`config.mk`:
```
export PLATFORM = sky130hd
export DESIGN_NAME = rspi_udiv
export DESIGN_NICKNAME = d
export VERILOG_FILES = /design/src/design/ray_slit_plate_intersect_assert.svh /design/src/design/rspi_pkg.sv /design/src/design/rspi_udiv.sv
export SDC_FILE = /design/constraint.sdc
export NUM_CORES = 2
export LEC_CHECK = 0
export BUFFER_PORTS_ARGS = -buffer_cell sky130_fd_sc_hd__buf_2
export CORE_MARGIN = 2
export CORE_UTILIZATION = 60
export DETAILED_ROUTE_END_ITERATION = 8
export GPL_ROUTABILITY_DRIVEN = 0
export MAX_ROUTING_LAYER = met4
export PLACE_DENSITY = 0.79
export SETUP_SLACK_MARGIN = 0.02
export SLEW_MARGIN = 20
export SYNTH_ARGS = -nofsm -noshare
export SYNTH_HDL_FRONTEND = slang
export SYNTH_SLANG_ARGS = --single-unit
```
`constraint.sdc`:
```
create_clock -name clk -period 12.4 [get_ports clk]
set_input_delay 1.24 -clock clk [delete_from_list [all_inputs] [get_ports clk]]
set_output_delay 1.24 -clock clk [all_outputs]
set_load 0.03 [all_outputs]
```
`src/design/ray_slit_plate_intersect_assert.svh`:
```
// ----------------------------------------------------------------------------
// ray_slit_plate_intersect_assert.svh
// assertion macros used by the slit plate intersection design
// ----------------------------------------------------------------------------
`ifndef RAY_SLIT_PLATE_INTERSECT_ASSERT_SVH
`define RAY_SLIT_PLATE_INTERSECT_ASSERT_SVH

// same-cycle implication
`define RSPI_ASSERT_IMP(lbl, ck, rn, ante, cons) \
  lbl: assert property (@(posedge ck) disable iff (!rn) (ante) |-> (cons)) \
    else $error("rspi assertion failed");

// next-cycle implication
`define RSPI_ASSERT_NXT(lbl, ck, rn, ante, cons) \
  lbl: assert property (@(posedge ck) disable iff (!rn) (ante) |=> (cons)) \
    else $error("rspi assertion failed");

`endif

```
`src/design/rspi_pkg.sv`:
```
// ----------------------------------------------------------------------------
// rspi_pkg
// types and constants of the slit plate intersection pipeline
// ----------------------------------------------------------------------------
package rspi_pkg;

  localparam int FRAC_BITS = 16;
  localparam int WORD_BITS = 32;
  localparam int CFG_W     = 31;
  localparam int CNT_W     = 10;
  localparam int CFG_IDX_W = 3;
  localparam int PROD_W    = 2 * WORD_BITS;
  localparam int SUM_W     = WORD_BITS + 3;
  localparam int SPAN_W    = CNT_W + CFG_W;
  localparam int U_W       = SPAN_W + 2;
  localparam int D2_W      = SPAN_W + 3;
  localparam int DIV_STEPS = 4;

  localparam logic [WORD_BITS-1:0] WSIGN = {1'b1, {(WORD_BITS-1){1'b0}}};
  localparam logic [WORD_BITS-1:0] WMAXU = ~WSIGN;
  localparam logic [WORD_BITS:0]   MUL_CAP = {1'b1, {WORD_BITS{1'b0}}};
  localparam logic signed [SUM_W-1:0] SUM_MAX = SUM_W'($signed({1'b0, WMAXU[WORD_BITS-2:0]}));
  localparam logic signed [SUM_W-1:0] SUM_MIN = SUM_W'($signed(WSIGN));

  localparam logic [CFG_W-1:0] RST_HALF_W = CFG_W'(65536);
  localparam logic [CFG_W-1:0] RST_HALF_H = CFG_W'(65536);
  localparam logic [CFG_W-1:0] RST_SLOT_W = CFG_W'(6554);
  localparam logic [CNT_W-1:0] RST_COUNT  = CNT_W'(1);
  localparam logic [CFG_W-1:0] RST_PITCH  = CFG_W'(13107);

  typedef enum logic [CFG_IDX_W-1:0] {
    CFG_HALF_W = 3'd0,
    CFG_HALF_H = 3'd1,
    CFG_SLOT_W = 3'd2,
    CFG_COUNT  = 3'd3,
    CFG_PITCH  = 3'd4
  } cfg_idx_t;

  typedef struct packed {
    logic [CFG_W-1:0] half_w;
    logic [CFG_W-1:0] half_h;
    logic [CFG_W-1:0] slot_w;
    logic [CNT_W-1:0] count;
    logic [CFG_W-1:0] pitch;
  } cfg_t;

  typedef struct packed {
    logic signed [WORD_BITS-1:0] ox;
    logic signed [WORD_BITS-1:0] oy;
    logic [WORD_BITS-1:0]        dxm;
    logic [WORD_BITS-1:0]        dym;
    logic                        dxs;
    logic                        dys;
    logic signed [WORD_BITS-1:0] tlo;
    logic signed [WORD_BITS-1:0] thi;
    logic                        neg;
    logic                        dzero;
    logic                        front;
  } ray_side_t;

  typedef struct packed {
    logic signed [WORD_BITS-1:0] ox;
    logic signed [WORD_BITS-1:0] oy;
    logic [WORD_BITS-1:0]        dxm;
    logic [WORD_BITS-1:0]        dym;
    logic                        dxs;
    logic                        dys;
    logic [WORD_BITS-1:0]        tmag;
    logic                        tneg;
    logic signed [WORD_BITS-1:0] t;
    logic                        miss;
    logic                        front;
  } proj_in_t;

  typedef struct packed {
    logic signed [WORD_BITS-1:0] t;
    logic signed [WORD_BITS-1:0] x;
    logic signed [WORD_BITS-1:0] y;
    logic                        miss;
    logic                        front;
  } pt_t;

  typedef struct packed {
    pt_t               p;
    logic [SPAN_W-1:0] span;
    logic              use_div;
  } slit_side_t;

  typedef struct packed {
    logic                        is_hit;
    logic signed [WORD_BITS-1:0] t;
    logic signed [WORD_BITS-1:0] x;
    logic signed [WORD_BITS-1:0] y;
    logic                        front;
  } res_t;

endpackage

```
`src/design/rspi_udiv.sv`:
```
// ----------------------------------------------------------------------------
// rspi_udiv
// pipelined restoring divider, DIV_STEPS quotient bits per stage, with overflow
// flag for quotients wider than Q_W bits and a sideband carried alongside
// ----------------------------------------------------------------------------
module rspi_udiv #(
  parameter int N_W    = 48,
  parameter int D_W    = 32,
  parameter int Q_W    = 32,
  parameter int SIDE_W = 1
) (
  input  logic              clk,
  input  logic              rst_n,
  input  logic              en,
  input  logic              in_valid,
  input  logic [N_W-1:0]    num,
  input  logic [D_W-1:0]    den,
  input  logic [SIDE_W-1:0] side_in,
  output logic              out_valid,
  output logic [Q_W-1:0]    quot,
  output logic              ovf,
  output logic [SIDE_W-1:0] side_out
);

  localparam int STEPS = rspi_pkg::DIV_STEPS;
  localparam int NS    = (Q_W + STEPS - 1) / STEPS;

  logic              v_r  [NS+1];
  logic [D_W-1:0]    r_r  [NS+1];
  logic [Q_W-1:0]    q_r  [NS+1];
  logic [Q_W-1:0]    lb_r [NS+1];
  logic [D_W-1:0]    d_r  [NS+1];
  logic              o_r  [NS+1];
  logic [SIDE_W-1:0] s_r  [NS+1];
  logic              ovf_nxt;

  assign ovf_nxt = N_W'(num[N_W-1:Q_W]) >= N_W'(den);

  always_ff @(posedge clk) begin
    if (!rst_n) begin
      v_r[0] <= 1'b0;
    end else if (en) begin
      v_r[0] <= in_valid;
    end
  end

  always_ff @(posedge clk) begin
    if (en) begin
      r_r[0]  <= ovf_nxt ? '0 : D_W'(num[N_W-1:Q_W]);
      q_r[0]  <= '0;
      lb_r[0] <= num[Q_W-1:0];
      d_r[0]  <= den;
      o_r[0]  <= ovf_nxt;
      s_r[0]  <= side_in;
    end
  end

  for (genvar s = 1; s <= NS; s++) begin : g_st
    logic [D_W-1:0] r_nxt;
    logic [Q_W-1:0] q_nxt;
    logic [Q_W-1:0] lb_nxt;

    always_comb begin : c_step
      logic [D_W:0] acc;
      acc    = '0;
      r_nxt  = r_r[s-1];
      q_nxt  = q_r[s-1];
      lb_nxt = lb_r[s-1];
      for (int i = 0; i < STEPS; i++) begin
        if ((s - 1) * STEPS + i < Q_W) begin
          acc    = {r_nxt, lb_nxt[Q_W-1]};
          lb_nxt = lb_nxt << 1;
          if (acc >= {1'b0, d_r[s-1]}) begin
            acc   = acc - {1'b0, d_r[s-1]};
            q_nxt = {q_nxt[Q_W-2:0], 1'b1};
          end else begin
            q_nxt = {q_nxt[Q_W-2:0], 1'b0};
          end
          r_nxt = acc[D_W-1:0];
        end
      end
    end

    always_ff @(posedge clk) begin
      if (!rst_n) begin
        v_r[s] <= 1'b0;
      end else if (en) begin
        v_r[s] <= v_r[s-1];
      end
    end

    always_ff @(posedge clk) begin
      if (en) begin
        r_r[s]  <= r_nxt;
        q_r[s]  <= q_nxt;
        lb_r[s] <= lb_nxt;
        d_r[s]  <= d_r[s-1];
        o_r[s]  <= o_r[s-1];
        s_r[s]  <= s_r[s-1];
      end
    end
  end

  assign out_valid = v_r[NS];
  assign quot      = q_r[NS];
  assign ovf       = o_r[NS];
  assign side_out  = s_r[NS];

endmodule

```
Word level (Yosys, flattened, before mapping)
Memory sizes are Yosys's and may differ from the RTL's.
Index checks and enable logic that the tools add are counted.
- output and inout bits: 35
- logic and storage cells: 160
- bits in writable memories: 1179
- bits of input ports: 85
- memories: 7
- bits in registers: 0
- memory list (name ; depth ; width ; read ports ; clocked after memory_dff ; wr ports ; line ; source):
    d_r ; 9 ; 32 ; 8 ; 0 ; 9 ; rspi_udiv.sv:32 ; logic [D_W-1:0] d_r [NS+1];
    lb_r ; 9 ; 32 ; 8 ; 0 ; 9 ; rspi_udiv.sv:31 ; logic [Q_W-1:0] lb_r [NS+1];
    q_r ; 9 ; 32 ; 9 ; 0 ; 9 ; rspi_udiv.sv:30 ; logic [Q_W-1:0] q_r [NS+1];
    r_r ; 9 ; 32 ; 8 ; 0 ; 9 ; rspi_udiv.sv:29 ; logic [D_W-1:0] r_r [NS+1];
    o_r ; 9 ; 1 ; 9 ; 0 ; 9 ; rspi_udiv.sv:33 ; logic o_r [NS+1];
    s_r ; 9 ; 1 ; 9 ; 0 ; 9 ; rspi_udiv.sv:34 ; logic [SIDE_W-1:0] s_r [NS+1];
    1 more memories ; - ; - ; - ; - ; - ; - ;
- $add $sub $neg: 32
- multiplexer cells: 79
- magnitude comparators: 33
- bitwise gates (word level): 9
- operator list (cell ; number):
    $ge A33 B32 Y1 ; 32
    $mux W32 ; 32
    $sub A32 B32 Y32 ; 32
    $mux W1 ; 46
    $ge A16 B32 Y1 ; 1
    $mux W16 ; 1
    $or A1 B1 Y1 ; 9

Longest topological paths before layout
An unclocked memory read counts as a cell.
- depth in word-level cells: 9
- gate-level depth with buffers: 60
- mapped depth without buffers: 54

Least setup slack after synthesis
OpenSTA, ideal clock, no wires.
- path type: reg-to-reg
- start point: memory d_r[5][10], in the netlist d_r[0][170]
- end point: memory r_r[6][25], in the netlist r_r[0][217] (data pin)
- data required time: 12.139 ns
- arrival time: 11.991 ns
- cell stages (with the launch flop): 56
- clock period less this slack: 12.251 ns
- library setup time: 0.261 ns
- path slack: 0.149 ns
- buffers on the path: 6
- cell sequence: edfxtp_1 > inv_1 > ha_1 > buf_2 > a211oi_1 > nor2_1 > o41a_1 > a221o_1 > o211ai_2 > nand3_1 > a21oi_2 > inv_2 > clkbuf_1 > clkbuf_1 > nor2_1 > nor2_1 > ha_1 > or4_1 > (+20 left out) > nor2_1 > buf_2 > a21oi_1 > ha_1 > nor2b_1 > o31a_1 > o311ai_0 > nand4b_1 > a211oi_1 > a22oi_1 > nor3b_1 > nor4_1 > o21a_1 > o21ai_1 > o21ai_2 > inv_2 > buf_2 > a221o_1
- RTL lines (item ; line):
    from (decl) ; rspi_udiv.sv:32
    to (decl) ; rspi_udiv.sv:29

==> results.py <==
metrics = {
    "final_layout": {
        "regArea_mm2": 0.02434,
        "layout-drive-gt1-share": 0.1571,
        "multiInputGateArea_mm2": 0.05927,
        "area_growth_syn_to_layout_pct": 11.78,
        "fin_nets": 11112,
        "nFillCells": 10913,
    },
    "yosys": {
        "synth-warning-count": 0,
        "synth_enable_flop_cells": 810,
        "syn-num-nets": 10615,
        "synth.most_common_cell": "ha_1",
        "synth_area_leaders": "edfxtp_1 28%, ha_1 15%, mux2_2 6.9%",
        "synth_ff_type": "edfxtp_1",
        "yosysSeqAreaShare": 0.2838,
        "ys_types": 103,
        "postSynthAreaPerCell_um2": 9.054,
        "synth-async-reset-ratio": 0,
        "synthTopCellsByCount": "1025 x ha_1, 863 x a21oi_1, 810 x edfxtp_1",
        "synth.cell_area_mm2": 0.08577,
        "ys_seq_elements": 811,
        "syn_inst": 9474,
        "yosysTopAreaCell": "edfxtp_1",
        "netlist.area_leader.share": 0.2836,
    },
    "job": {
        "maxCapViolations": 0,
    },
    "setup_path": {
        "max_stage_delay_ns": 0.50,
        "crit_slowest_cell": "nor4_1",
        "cp_max_fo": 15,
        "worst_r2r_endpoint": "r_r[0][204]",
        "crit_top_cell": "a21oi_1",
        "crit_type": "register to register",
        "worstPathArrival_ns": 12.73,
        "cp_data_required_time_ns": 12.85,
        "rr_worst_depth": 52,
        "rr_startpoint": "d_r[0][178]",
        "cp-start-kind": "register",
        "r2r_slack_ns": 0.12,
        "crit_path_end_kind": "register",
    },
    "timing": {
        "worst_pin_slew_ns": 0.9908,
        "hold_viol": 0,
        "period_share": 0.9902,
        "fmax_mhz": 81.44,
        "post-route-min-period_ns": 12.28,
        "finClkSkew_ns": 0.03861,
        "maxSlewViolCount": 0,
        "slew_headroom": 0.3395,
        "tns_ns": 0,
        "setup_viol": 0,
    },
    "floorplanning": {
        "die_area_mm2": 0.1460,
        "die_w_um": 382.1,
        "core-area_mm2": 0.1418,
        "start_util": 0.6051,
        "top_level_ports": 120,
        "die_h_um": 382.1,
        "placementRows": 138,
    },
    "clock_network": {
        "cts-root-buf": "clkbuf_16",
        "clock_path_buffers": 3,
        "cts_made_buffers": 90,
        "path_clk_slew_ns": 0.06,
        "postCtsHoldBufs": 0,
        "htree_levels": 3,
        "cts_sinks": 811,
        "cts_tree": "done",
        "clk_latency_ns": 0.74,
    },
    "detailed_routing": {
        "drc": 0,
        "final_antenna_net_count": 0,
        "wl_per_cell_um": 22.32,
        "viasPerCell": 6.619,
        "wl_met3_um": 22010,
        "vias": 79002,
        "drtIter0Drc": 8933,
        "dr.pass1.iters": 9,
        "top_layer": "met4",
        "drt_wl_total_um": 266400,
        "met2_length_um": 122100,
        "met1_length_um": 101300,
    },
    "hold_path": {
        "hold_path_class": "register to register",
        "hold_start": "q_r[0][102]",
        "holdPathEnd": "q_r[0][138]",
        "hold_path_depth": 0,
    },
    "global_route": {
        "antenna_found_initial": 2,
        "track_usage": 0.3570,
        "grt_pass1_vias": 74877,
        "grt_max_degree": 165,
        "grt_overflow": 0,
        "grt_pass1_wl_um": 405100,
    },
    "placement": {
        "post-dp-hpwl_um": 208800,
        "port_buffers": 119,
    },
    "outcome": {
        "status": "completed",
    },
}
-- stage by stage --
step | worst slack, ns | instances | instance area, um^2 | util | hold slack [ns]
after detailed placement | -0.3929 | 11708 | 91340 | 0.6444 | 0.4045
final | 0.1215 | 11936 | 95880 | 0.6763 | 0.4124
after CTS | 0.05589 | 11874 | 94410 | 0.6660 | 0.4055
after global placement | 0.01251 | 11708 | 91340 | 0.6444 | 0.4011
after floorplan | 0.1486 | 9474 | 85770 | - | 0.4003
after global routing | -0.4274 | 11934 | 95870 | 0.6763 | 0.4207
-- routing by layer --
| layer | vias to the layer above | GRT usage |
|---|---|---|
| li1 | 36653 | - |
| met1 | 37004 | 0.4181 |
| met2 | 4063 | 0.5695 |
| met3 | 1282 | 0.05483 |
| met4 | 0 | 0.2368 |
| met5 | - | - |
-- worst max-delay path by stage --
stage / cells past startpoint / to / slack [ns] / from
floorplan: 55 / r_r[0][217] / 0.15 / d_r[0][170]
global placement: 48 / r_r[0][169] / 0.01 / d_r[0][144]
detailed placement: 48 / r_r[0][169] / -0.39 / d_r[0][141]
CTS: 53 / r_r[0][69] / 0.06 / d_r[0][37]
global route: 53 / r_r[0][203] / -0.43 / d_r[0][178]
finish: 52 / r_r[0][204] / 0.12 / d_r[0][178]
-- cell type report --
cell class,count,share of cell area
repair buffers,601,0.04744
flip-flops and latches,811,0.2539
well taps,1890,0.02466
clock buffers,105,0.02463
diodes,3,0.00007830
inverters,622,0.02473
multi-input cells,7845,0.6181
clock inverters,59,0.006434
-- logic make-up after synthesis --
family,count (synthesis),share of synthesized area
buffers and inverters,818,0.03711
adders and majority gates,1056,0.1568
and+or+nand+nor,2479,0.1416
DFF,811,0.2838
muxes,611,0.07930
AOI/OAI and AO/OA,2916,0.2215
xor gates and xnor gates,783,0.07995
-- flip-flops by register name, summed over array words and instances, names as in the netlist --
register	cells
d_r	256
r_r	240
lb_r	144
q_r	144
o_r	9
s_r	9
v_r	9
-- worst max-delay path, delay by kind of cell, from the launching register on --
kind,cells,cell delay [ns]
AO/OA/AOI/OAI,24,4.72
AND/OR/NAND/NOR,15,3.60
multiplexers,2,0.70
buffers and inverters,7,1.16
flip-flops,1,0.49
adder cells (fa/ha/maj),4,1.30
-- placed cells by master, fill, tap and decap left out, types with 192 or more instances in the layout --
| cell | instances |
|---|---|
| ha_1 | 998 |
| inv_1 | 592 |
| xor2_1 | 251 |
| nand3_1 | 192 |
| a21o_1 | 388 |
| nor2_1 | 617 |
| o21ai_0 | 524 |
| xnor2_1 | 532 |
| edfxtp_1 | 810 |
| buf_4 | 448 |
| a21oi_1 | 841 |
| nand2_1 | 621 |
| mux2_2 | 523 |
-- timing repair --
action                     CTS  global route
cloned                       0             3
resized for setup           19           268
buffers inserted             2            56
pin swaps                    1            38
setup endpoints to repair  125           232
hold endpoints to repair     0             0
Power is not shown: default switching activity piles up to over one toggle a cycle in this logic, so the estimate is an artifact.
