===== config.mk =====
export PLATFORM = sky130hd
export DESIGN_NAME = rspi_slit
export DESIGN_NICKNAME = d
export VERILOG_FILES = /design/src/design/ray_slit_plate_intersect_assert.svh /design/src/design/rspi_pkg.sv /design/src/design/rspi_udiv.sv /design/src/design/rspi_slit.sv
export SDC_FILE = /design/constraint.sdc
export NUM_CORES = 2
export LEC_CHECK = 0
export BUFFER_PORTS_ARGS = -buffer_cell sky130_fd_sc_hd__buf_4
export CAP_MARGIN = 20
export CELL_PAD_IN_SITES_DETAIL_PLACEMENT = 1
export CELL_PAD_IN_SITES_GLOBAL_PLACEMENT = 2
export CORE_MARGIN = 4
export CORE_UTILIZATION = 43
export DETAILED_ROUTE_END_ITERATION = 8
export GPL_ROUTABILITY_DRIVEN = 0
export PLACE_DENSITY = 0.82
export SYNTH_ARGS = -nofsm -noshare
export SYNTH_HDL_FRONTEND = slang
export SYNTH_SLANG_ARGS = --single-unit

===== constraint.sdc =====
create_clock -name clk -period 14.6 [get_ports clk]
set_input_delay 0 -clock clk [delete_from_list [all_inputs] [get_ports clk]]
set_output_delay 0 -clock clk [all_outputs]
set_load 0.05 [all_outputs]

===== src/design/ray_slit_plate_intersect_assert.svh =====
// ----------------------------------------------------------------------------
// ray_slit_plate_intersect_assert.svh
// assertion macros used by the slit plate intersection design
// ----------------------------------------------------------------------------
`ifndef RAY_SLIT_PLATE_INTERSECT_ASSERT_SVH
`define RAY_SLIT_PLATE_INTERSECT_ASSERT_SVH

// same-cycle implication
`define RSPI_ASSERT_IMP(lbl, ck, rn, ante, cons) \
  lbl: assert property (@(posedge ck) disable iff (!rn) (ante) |-> (cons)) \
    else $error("rspi assertion failed");

// next-cycle implication
`define RSPI_ASSERT_NXT(lbl, ck, rn, ante, cons) \
  lbl: assert property (@(posedge ck) disable iff (!rn) (ante) |=> (cons)) \
    else $error("rspi assertion failed");

`endif


===== src/design/rspi_pkg.sv =====
// ----------------------------------------------------------------------------
// rspi_pkg
// types and constants of the slit plate intersection pipeline
// ----------------------------------------------------------------------------
package rspi_pkg;

  localparam int FRAC_BITS = 16;
  localparam int WORD_BITS = 32;
  localparam int CFG_W     = 31;
  localparam int CNT_W     = 10;
  localparam int CFG_IDX_W = 3;
  localparam int PROD_W    = 2 * WORD_BITS;
  localparam int SUM_W     = WORD_BITS + 3;
  localparam int SPAN_W    = CNT_W + CFG_W;
  localparam int U_W       = SPAN_W + 2;
  localparam int D2_W      = SPAN_W + 3;
  localparam int DIV_STEPS = 4;

  localparam logic [WORD_BITS-1:0] WSIGN = {1'b1, {(WORD_BITS-1){1'b0}}};
  localparam logic [WORD_BITS-1:0] WMAXU = ~WSIGN;
  localparam logic [WORD_BITS:0]   MUL_CAP = {1'b1, {WORD_BITS{1'b0}}};
  localparam logic signed [SUM_W-1:0] SUM_MAX = SUM_W'($signed({1'b0, WMAXU[WORD_BITS-2:0]}));
  localparam logic signed [SUM_W-1:0] SUM_MIN = SUM_W'($signed(WSIGN));

  localparam logic [CFG_W-1:0] RST_HALF_W = CFG_W'(65536);
  localparam logic [CFG_W-1:0] RST_HALF_H = CFG_W'(65536);
  localparam logic [CFG_W-1:0] RST_SLOT_W = CFG_W'(6554);
  localparam logic [CNT_W-1:0] RST_COUNT  = CNT_W'(1);
  localparam logic [CFG_W-1:0] RST_PITCH  = CFG_W'(13107);

  typedef enum logic [CFG_IDX_W-1:0] {
    CFG_HALF_W = 3'd0,
    CFG_HALF_H = 3'd1,
    CFG_SLOT_W = 3'd2,
    CFG_COUNT  = 3'd3,
    CFG_PITCH  = 3'd4
  } cfg_idx_t;

  typedef struct packed {
    logic [CFG_W-1:0] half_w;
    logic [CFG_W-1:0] half_h;
    logic [CFG_W-1:0] slot_w;
    logic [CNT_W-1:0] count;
    logic [CFG_W-1:0] pitch;
  } cfg_t;

  typedef struct packed {
    logic signed [WORD_BITS-1:0] ox;
    logic signed [WORD_BITS-1:0] oy;
    logic [WORD_BITS-1:0]        dxm;
    logic [WORD_BITS-1:0]        dym;
    logic                        dxs;
    logic                        dys;
    logic signed [WORD_BITS-1:0] tlo;
    logic signed [WORD_BITS-1:0] thi;
    logic                        neg;
    logic                        dzero;
    logic                        front;
  } ray_side_t;

  typedef struct packed {
    logic signed [WORD_BITS-1:0] ox;
    logic signed [WORD_BITS-1:0] oy;
    logic [WORD_BITS-1:0]        dxm;
    logic [WORD_BITS-1:0]        dym;
    logic                        dxs;
    logic                        dys;
    logic [WORD_BITS-1:0]        tmag;
    logic                        tneg;
    logic signed [WORD_BITS-1:0] t;
    logic                        miss;
    logic                        front;
  } proj_in_t;

  typedef struct packed {
    logic signed [WORD_BITS-1:0] t;
    logic signed [WORD_BITS-1:0] x;
    logic signed [WORD_BITS-1:0] y;
    logic                        miss;
    logic                        front;
  } pt_t;

  typedef struct packed {
    pt_t               p;
    logic [SPAN_W-1:0] span;
    logic              use_div;
  } slit_side_t;

  typedef struct packed {
    logic                        is_hit;
    logic signed [WORD_BITS-1:0] t;
    logic signed [WORD_BITS-1:0] x;
    logic signed [WORD_BITS-1:0] y;
    logic                        front;
  } res_t;

endpackage


===== src/design/rspi_udiv.sv =====
// ----------------------------------------------------------------------------
// rspi_udiv
// pipelined restoring divider, DIV_STEPS quotient bits per stage, with overflow
// flag for quotients wider than Q_W bits and a sideband carried alongside
// ----------------------------------------------------------------------------
module rspi_udiv #(
  parameter int N_W    = 48,
  parameter int D_W    = 32,
  parameter int Q_W    = 32,
  parameter int SIDE_W = 1
) (
  input  logic              clk,
  input  logic              rst_n,
  input  logic              en,
  input  logic              in_valid,
  input  logic [N_W-1:0]    num,
  input  logic [D_W-1:0]    den,
  input  logic [SIDE_W-1:0] side_in,
  output logic              out_valid,
  output logic [Q_W-1:0]    quot,
  output logic              ovf,
  output logic [SIDE_W-1:0] side_out
);

  localparam int STEPS = rspi_pkg::DIV_STEPS;
  localparam int NS    = (Q_W + STEPS - 1) / STEPS;

  logic              v_r  [NS+1];
  logic [D_W-1:0]    r_r  [NS+1];
  logic [Q_W-1:0]    q_r  [NS+1];
  logic [Q_W-1:0]    lb_r [NS+1];
  logic [D_W-1:0]    d_r  [NS+1];
  logic              o_r  [NS+1];
  logic [SIDE_W-1:0] s_r  [NS+1];
  logic              ovf_nxt;

  assign ovf_nxt = N_W'(num[N_W-1:Q_W]) >= N_W'(den);

  always_ff @(posedge clk) begin
    if (!rst_n) begin
      v_r[0] <= 1'b0;
    end else if (en) begin
      v_r[0] <= in_valid;
    end
  end

  always_ff @(posedge clk) begin
    if (en) begin
      r_r[0]  <= ovf_nxt ? '0 : D_W'(num[N_W-1:Q_W]);
      q_r[0]  <= '0;
      lb_r[0] <= num[Q_W-1:0];
      d_r[0]  <= den;
      o_r[0]  <= ovf_nxt;
      s_r[0]  <= side_in;
    end
  end

  for (genvar s = 1; s <= NS; s++) begin : g_st
    logic [D_W-1:0] r_nxt;
    logic [Q_W-1:0] q_nxt;
    logic [Q_W-1:0] lb_nxt;

    always_comb begin : c_step
      logic [D_W:0] acc;
      acc    = '0;
      r_nxt  = r_r[s-1];
      q_nxt  = q_r[s-1];
      lb_nxt = lb_r[s-1];
      for (int i = 0; i < STEPS; i++) begin
        if ((s - 1) * STEPS + i < Q_W) begin
          acc    = {r_nxt, lb_nxt[Q_W-1]};
          lb_nxt = lb_nxt << 1;
          if (acc >= {1'b0, d_r[s-1]}) begin
            acc   = acc - {1'b0, d_r[s-1]};
            q_nxt = {q_nxt[Q_W-2:0], 1'b1};
          end else begin
            q_nxt = {q_nxt[Q_W-2:0], 1'b0};
          end
          r_nxt = acc[D_W-1:0];
        end
      end
    end

    always_ff @(posedge clk) begin
      if (!rst_n) begin
        v_r[s] <= 1'b0;
      end else if (en) begin
        v_r[s] <= v_r[s-1];
      end
    end

    always_ff @(posedge clk) begin
      if (en) begin
        r_r[s]  <= r_nxt;
        q_r[s]  <= q_nxt;
        lb_r[s] <= lb_nxt;
        d_r[s]  <= d_r[s-1];
        o_r[s]  <= o_r[s-1];
        s_r[s]  <= s_r[s-1];
      end
    end
  end

  assign out_valid = v_r[NS];
  assign quot      = q_r[NS];
  assign ovf       = o_r[NS];
  assign side_out  = s_r[NS];

endmodule


===== src/design/rspi_slit.sv =====
// ----------------------------------------------------------------------------
// rspi_slit
// plate bounds and nearest slit test, result register of the pipeline
// ----------------------------------------------------------------------------
module rspi_slit (
  input  logic                clk,
  input  logic                rst_n,
  input  logic                en,
  input  rspi_pkg::cfg_t      cfg,
  input  logic                in_valid,
  input  rspi_pkg::pt_t       in_data,
  output logic                out_valid,
  output rspi_pkg::res_t      out_data
);

  localparam int W    = rspi_pkg::WORD_BITS;
  localparam int CW   = rspi_pkg::CFG_W;
  localparam int NW   = rspi_pkg::CNT_W;
  localparam int SPW  = rspi_pkg::SPAN_W;
  localparam int UW   = rspi_pkg::U_W;
  localparam int D2W  = rspi_pkg::D2_W;
  localparam int SIDE_W = $bits(rspi_pkg::slit_side_t);

  logic [NW-1:0]         cm1;
  logic [W-1:0]          ax;
  logic [W-1:0]          ay;
  logic                  d_v_r;
  rspi_pkg::pt_t         d_r;
  rspi_pkg::pt_t         d_nxt;
  logic [SPW-1:0]        d_span_r;

  logic signed [UW-1:0]  x2;
  logic signed [UW-1:0]  spn;
  logic signed [UW-1:0]  u_val;
  logic signed [UW-1:0]  nm;
  rspi_pkg::slit_side_t  e_side;

  logic                  dv_v;
  logic [NW-1:0]         dv_q;
  logic                  dv_ovf;
  logic [SIDE_W-1:0]     dv_side_raw;
  rspi_pkg::slit_side_t  dv_side;

  logic [NW-1:0]         k_val;
  logic                  f_v_r;
  rspi_pkg::slit_side_t  f_r;
  logic [SPW-1:0]        f_kp_r;

  logic signed [D2W-1:0] d2;
  logic [D2W-1:0]        diff;
  logic                  open_slit;
  logic                  g_v_r;
  rspi_pkg::res_t        g_r;
  rspi_pkg::res_t        g_nxt;

  assign cm1 = cfg.count - NW'(1);

  // bounds of the plate
  always_comb begin
    ax         = in_data.x[W-1] ? W'(-in_data.x) : W'(in_data.x);
    ay         = in_data.y[W-1] ? W'(-in_data.y) : W'(in_data.y);
    d_nxt      = in_data;
    d_nxt.miss = in_data.miss || (ax > W'(cfg.half_w)) || (ay > W'(cfg.half_h));
  end

  always_ff @(posedge clk) begin
    if (!rst_n) begin
      d_v_r <= 1'b0;
      f_v_r <= 1'b0;
      g_v_r <= 1'b0;
    end else if (en) begin
      d_v_r <= in_valid;
      f_v_r <= dv_v;
      g_v_r <= f_v_r;
    end
  end

  always_ff @(posedge clk) begin
    if (en) begin
      d_r      <= d_nxt;
      d_span_r <= SPW'(cm1) * SPW'(cfg.pitch);
    end
  end

  // doubled units: u = 2x + span, index = (u + pitch) / (2 pitch)
  always_comb begin
    x2             = UW'(d_r.x) <<< 1;
    spn            = $signed(UW'(d_span_r));
    u_val          = x2 + spn;
    nm             = x2 + spn + $signed(UW'(cfg.pitch));
    e_side.p       = d_r;
    e_side.span    = d_span_r;
    e_side.use_div = (cfg.count > NW'(1)) && (cfg.pitch != '0) &&
                     (u_val > $signed(UW'(0)));
  end

  rspi_udiv #(
    .N_W    (UW),
    .D_W    (CW + 1),
    .Q_W    (NW),
    .SIDE_W (SIDE_W)
  ) u_div (
    .clk       (clk),
    .rst_n     (rst_n),
    .en        (en),
    .in_valid  (d_v_r),
    .num       (nm),
    .den       ({cfg.pitch, 1'b0}),
    .side_in   (e_side),
    .out_valid (dv_v),
    .quot      (dv_q),
    .ovf       (dv_ovf),
    .side_out  (dv_side_raw)
  );

  assign dv_side = rspi_pkg::slit_side_t'(dv_side_raw);

  // slit index: zero without the divide, else clamped to the last slit
  always_comb begin
    if (!dv_side.use_div) begin
      k_val = '0;
    end else if (dv_ovf || dv_q > cm1) begin
      k_val = cm1;
    end else begin
      k_val = dv_q;
    end
  end

  always_ff @(posedge clk) begin
    if (en) begin
      f_r    <= dv_side;
      f_kp_r <= SPW'(k_val) * SPW'(cfg.pitch);
    end
  end

  // distance from the chosen centre, doubled
  always_comb begin
    d2 = (D2W'(f_r.p.x) <<< 1) - ($signed(D2W'(f_kp_r)) <<< 1) + $signed(D2W'(f_r.span));
    diff      = d2[D2W-1] ? D2W'(-d2) : D2W'(d2);
    open_slit = (cfg.count != '0) && (diff < D2W'(cfg.slot_w));
    if (f_r.p.miss || open_slit) begin
      g_nxt = '0;
    end else begin
      g_nxt.is_hit = 1'b1;
      g_nxt.t      = f_r.p.t;
      g_nxt.x      = f_r.p.x;
      g_nxt.y      = f_r.p.y;
      g_nxt.front  = f_r.p.front;
    end
  end

  always_ff @(posedge clk) begin
    if (en) begin
      g_r <= g_nxt;
    end
  end

  assign out_valid = g_v_r;
  assign out_data  = g_r;

endmodule


# After elaboration in Yosys (flattened, before gate mapping)
# Memories as Yosys holds them, arrays and structs flattened. A register that Yosys moved wholly into a read port is not among the register bits.
# Index checks and enable logic that the tools add are counted.
dict set report word_totals {
  register_bits 419
  output_inout_bits 99
  mem_count 7
  inputBits 236
  ramBits 904
  romBits 0
  latchBits 0
  word_cells 114
}
# name depth width rd rd_clocked_by_memory_dff wr line_no
set memory_table {}
lappend memory_table {u_div.s_r 4 140 4 0 4 rspi_udiv.sv:34} ;# logic [SIDE_W-1:0] s_r [NS+1];
lappend memory_table {u_div.d_r 4 32 3 0 4 rspi_udiv.sv:32} ;# logic [D_W-1:0] d_r [NS+1];
lappend memory_table {u_div.r_r 4 32 3 0 4 rspi_udiv.sv:29} ;# logic [D_W-1:0] r_r [NS+1];
lappend memory_table {u_div.lb_r 4 10 3 0 4 rspi_udiv.sv:31} ;# logic [Q_W-1:0] lb_r [NS+1];
lappend memory_table {u_div.q_r 4 10 4 0 4 rspi_udiv.sv:30} ;# logic [Q_W-1:0] q_r [NS+1];
lappend memory_table {u_div.o_r 4 1 4 0 4 rspi_udiv.sv:33} ;# logic o_r [NS+1];
lappend memory_table {{+1 memories} -- -- -- -- -- --}
dict set report classes {
  n_eq_ne 0
  muxes 36
  bitwise 4
  n_shift 0
  order_cmp 17
  n_reduce_logical 10
  n_mul 2
  add_sub_neg 18
  n_div 0
}
# cell n
set op_table {}
lappend op_table {{32-bit two-way mux} 13}
lappend op_table {{33-bit by 32-bit greater-or-equal comparator with 1-bit output} 11}
lappend op_table {{32-bit subtractor} 10}
lappend op_table {{98-bit two-way mux} 1}
lappend op_table {{10-bit by 31-bit multiplier with 41-bit output} 2}
lappend op_table {{32-bit by 31-bit greater-than comparator with 1-bit output} 2}
lappend op_table {{32-bit negator} 2}
lappend op_table {{44-bit by 42-bit adder with 44-bit output} 1}
lappend op_table {{44-bit by 31-bit less-than comparator with 1-bit output} 1}
lappend op_table {{44-bit two-way mux} 1}
lappend op_table {{44-bit negator} 1}
lappend op_table {{33-bit by 43-bit subtractor with 44-bit output} 1}
lappend op_table {{33-bit by 42-bit adder with 43-bit output} 1}
lappend op_table {{43-bit by 32-bit adder with 43-bit output} 1}
lappend op_table {{43-bit by 1-bit greater-than comparator with 1-bit output (second input constant)} 1}
lappend op_table {{31-bit nonzero test} 1}
lappend op_table {{10-bit two-way mux} 2}
lappend op_table {{1-bit two-way mux} 19}
lappend op_table {{10-bit by 1-bit greater-than comparator with 1-bit output (second input constant)} 1}
lappend op_table {{10-bit greater-than comparator} 1}
lappend op_table {{10-bit nonzero test} 1}
lappend op_table {{10-bit by 1-bit subtractor with 10-bit output (second input constant)} 1}
lappend op_table {{1-bit logical OR} 4}
lappend op_table {{1-bit OR} 4}
lappend op_table {{2 further kinds} 4}

# Longest topological paths before layout
# An unclocked memory read counts as a cell.
dict set report logic_depth {
  word_depth 9
  depth_mapped 65
  ltp_nobuf 58
}

# Cells and area by module
# Synthesis repeated with hierarchy kept, for this count alone.
dict set report hier_totals {
  hier_cells 8237
  area_unflattened_um2 89424.5
}
# mod instances area_each_um2 seq_area_each_um2 cells_each
set modules_own_cells {}
lappend modules_own_cells {rspi_slit 1 45334.7 12582.1 4608}
lappend modules_own_cells {rspi_udiv 1 44089.8 24013.0 3629}

# Worst setup path after synthesis
# No wires, ideal clock.
dict set report synth_path {
  kind {reg2reg}
  from {memory u_div.d_r[1][2]}
  to {memory u_div.r_r[2][24], data pin}
  required_ns 14.340
  arrival_ns 12.712
  synth_period_minus_slack_ns 12.971
  stages_incl_launch_ff 57
  path_buffers 8
  setup_slack_ns 1.629
  cell_sequence {edfxtp_1 -> inv_1 -> fa_1 -> a21o_1 -> a311oi_1 -> o31ai_1 -> a21oi_1 -> o21ai_1 -> o41ai_1 -> a31oi_1 -> clkbuf_1 -> clkbuf_1 -> mux2_2 -> ha_1 -> a21o_1 -> o21ai_0 -> a21oi_1 -> o31a_1 -> [... 21 more ...] -> o21ai_0 -> fa_1 -> nor2b_1 -> o21ai_0 -> a21boi_0 -> o21ai_0 -> a21oi_1 -> a222oi_1 -> a21oi_1 -> a311oi_1 -> a21oi_1 -> a211o_1 -> a21oi_1 -> nand2b_1 -> and3_1 -> clkbuf_1 -> buf_2 -> mux2_2}
}
# element line_no
set synth_lines {}
lappend synth_lines {{start: declaration} rspi_udiv.sv:32}
lappend synth_lines {{end: declaration} rspi_udiv.sv:29}

==> flow_summary.ini <==
[detailed_routing]
wirelength_um = 262800
wl_per_cell_um = 23.64
drtPass1Iterations = 5
viasPerCell = 5.572
num_vias = 61950
route.detailed.drc = 0
drt_iter0_markers = 4289
drtAntennaViolNets = 0

[cts]
clk_pin_slew_worst_paths_ns = 0.07
cts_tree = yes
cts-root-buf = clkbuf_16
cts_made_buffers = 138
clkLatencyLatePin_ns = 0.84
htreeDepth = 4
cts_sinks = 1217
clockBufferDepth = 3

[floorplan]
initial_core_util = 0.4323
die_h_um = 456.0
core_area_um2 = 199700
die_w_um = 456.0
ioPinCount = 335
die_area_um2 = 207900
placementRows = 164

[yosys]
ys_seq_area_frac = 0.4230
syn_area_per_cell_um2 = 11.10
ys_types = 101
synth_edf_count = 1213
synthTopCellsByArea = edfxtp_1 (42%), fa_1 (12%), ha_1 (10%)
synthCells = 7775
synth_flop_cell = edfxtp_1
yosysTopAreaCell = edfxtp_1
ys_ff_latch = 1217
async_reset_ff_frac = 0
synth_top_cell_area_share = 0.4220
syn_nets = 9238
syn-cell-area_um2 = 86310
yosys_warnings = 0

[grt]
grt_pass1_vias = 66720
antenna_found_initial = 15
grt_pass1_wl_um = 401700
grt_usage = 0.2496
grt_max_degree = 203
overflow = 0

[critical_path]
criticalPathCategory = reg -> reg
startpoint = u_div.d_r[0][2]
slowest_delay_ns = 0.73
path_buf_inv = 5
critPathLaunchType = flop
crit_path_end_kind = flop
cp.arrival_ns = 14.26
required_ns = 15.13
regToRegStartpoint = u_div.d_r[0][2]
crit_slowest_cell = o31ai_1
cp_max_fo = 33
cp_top_family = compound AO/OA/AOI/OAI gates
cpMostUsedCell = o21ai_0

[finish]
area_growth_pct = 15.12
nNetsFinal = 9805
drive_above_1_share = 0.1031

[sta]
skew_ns = 0.07901
max_freq_ghz = 0.07287
setup_tns_ns = 0
post-route-period-util = 0.9400
relSlewSlack = 0.2797
min_period_ns = 13.72
hold_viol_final = 0
finalSetupViolations = 0
worst_slew_pin_slew_ns = 1.080
maxSlewViolCount = 0

[placement]
port_buffers = 334
dp_hpwl_um = 202700

[min_path]
min_from = cfg[40]
hold_class = in -> reg

[flow_run]
maxCapViolations = 0

[outcome]
status = complete, no violations
synth_stat cells (18+ instances only):
master    number
nor3_1       102
a211oi_1      35
a21oi_1      463
edfxtp_1    1213
nor4_1        41
a21boi_0      24
o21bai_1      53
o21a_1        86
o31ai_1       34
or3_1         34
nand2_1      607
or2_2         27
or4_1         33
xor2_1       122
ha_1         715
fa_1         512
clkbuf_1     168
and3_1        84
xnor2_1      366
o41ai_1       18
nor2b_1       94
o211ai_1      25
a31oi_1       42
nand2b_1     124
nand3_1       93
mux2_2       175
mux2i_1       33
inv_1        850
and2_1       234
nand4_1       83
a21o_1       218
nor2_1       485
o21ai_0      275
final cells by class:
class,count,area [µm²]
clock buffers,160,3536
well taps,2656,3323
diodes,7,17.52
flip-flops and latches,1217,36510
inverters,853,3202
clock inverters,93,1395
fillers,21060,100300
repair buffers,631,5430
multi-input cells,5501,45950
metrics by stage:
stage | setup WS (ns) | utilization | cell area (µm²) | cells | hold slack (ns)
2_1_floorplan | 1.629 | - | 86310 | 7775 | 0.09887
3_3_place_gp | 0.6659 | 0.4605 | 91940 | 10620 | 0.1788
3_5_place_dp | 0.6296 | 0.4605 | 91940 | 10620 | 0.1805
4_1_cts | 0.4808 | 0.4968 | 99190 | 11100 | 0.01851
5_1_grt | -0.04929 | 0.4976 | 99350 | 11120 | 0.03857
6_report | 0.8762 | 0.4976 | 99360 | 11120 | 0.09742
repair_timing:
item,in CTS,in global routing
endpoints found under the hold margin,289,0
setup endpoints to repair,0,64
buffers inserted,0,5
gates resized for setup,0,15
hold buffers,232,0
state kept, by name, indices dropped and copies added (netlist names), 4 cells and up:
register    flops
u_div.s_r     560
f_r           139
d_r            98
out_data       98
u_div.r_r      96
u_div.d_r      93
d_span_r       41
f_kp_r         41
u_div.q_r      22
u_div.lb_r     18
u_div.o_r       4
u_div.v_r       4
final timing paths:
check	end	slack, ns	cells after the start
max reg2reg	u_div.r_r[1][30]	0.88	50
min	u_div.s_r[0][0]	0.1	6
min reg2reg	u_div.s_r[1][33]	0.36	0
max	u_div.r_r[1][30]	0.88	50
cell usage in the layout (no fill, tap or decap), types with 39 or more instances in the layout:
cell type,Yosys,routed
nor3_1,102,100
nor4_1,41,41
nand2b_1,124,124
ha_1,715,715
o21bai_1,53,53
inv_1,850,850
and2_1,234,234
a21oi_1,463,462
nand2_1,607,607
and3_1,84,84
a31oi_1,42,39
o21ai_0,275,273
o21a_1,86,86
nor2b_1,94,94
nor2_1,485,485
mux2_2,175,175
nand4_1,83,83
fa_1,512,512
dlygate4sd3_1,0,232
xor2_1,122,116
buf_4,1,390
a21o_1,218,218
edfxtp_1,1213,1213
clkbuf_16,0,138
xnor2_1,366,364
nand3_1,93,93
logic make-up after synthesis:
kind of cell | Yosys count | synth area share
xor+xnor | 489 | 0.04971
mux | 216 | 0.02770
buf+inv | 1057 | 0.04651
fa+ha+maj | 1227 | 0.2224
compound gates | 1468 | 0.1103
flops | 1217 | 0.4230
simple gates | 2101 | 0.1204
tightest hold or removal path, stage by stage:
cell      delay, ns
buf_4          0.10
nor4_1         0.05
buf_4          0.16
o211ai_1       0.15
nand3_1        0.18
a31oi_1        0.17
per-layer routing:
metal / track usage / vias up / part of all wire
met5: 0 / - / 0.000046
li1: - / 28550 / -
met4: 0.09219 / 2 / 0.040
met2: 0.4150 / 1501 / 0.48
met1: 0.3326 / 31490 / 0.43
met3: 0.03558 / 410 / 0.049
Power is not shown: default switching activity piles up to over one toggle a cycle in this logic, so the estimate is an artifact.
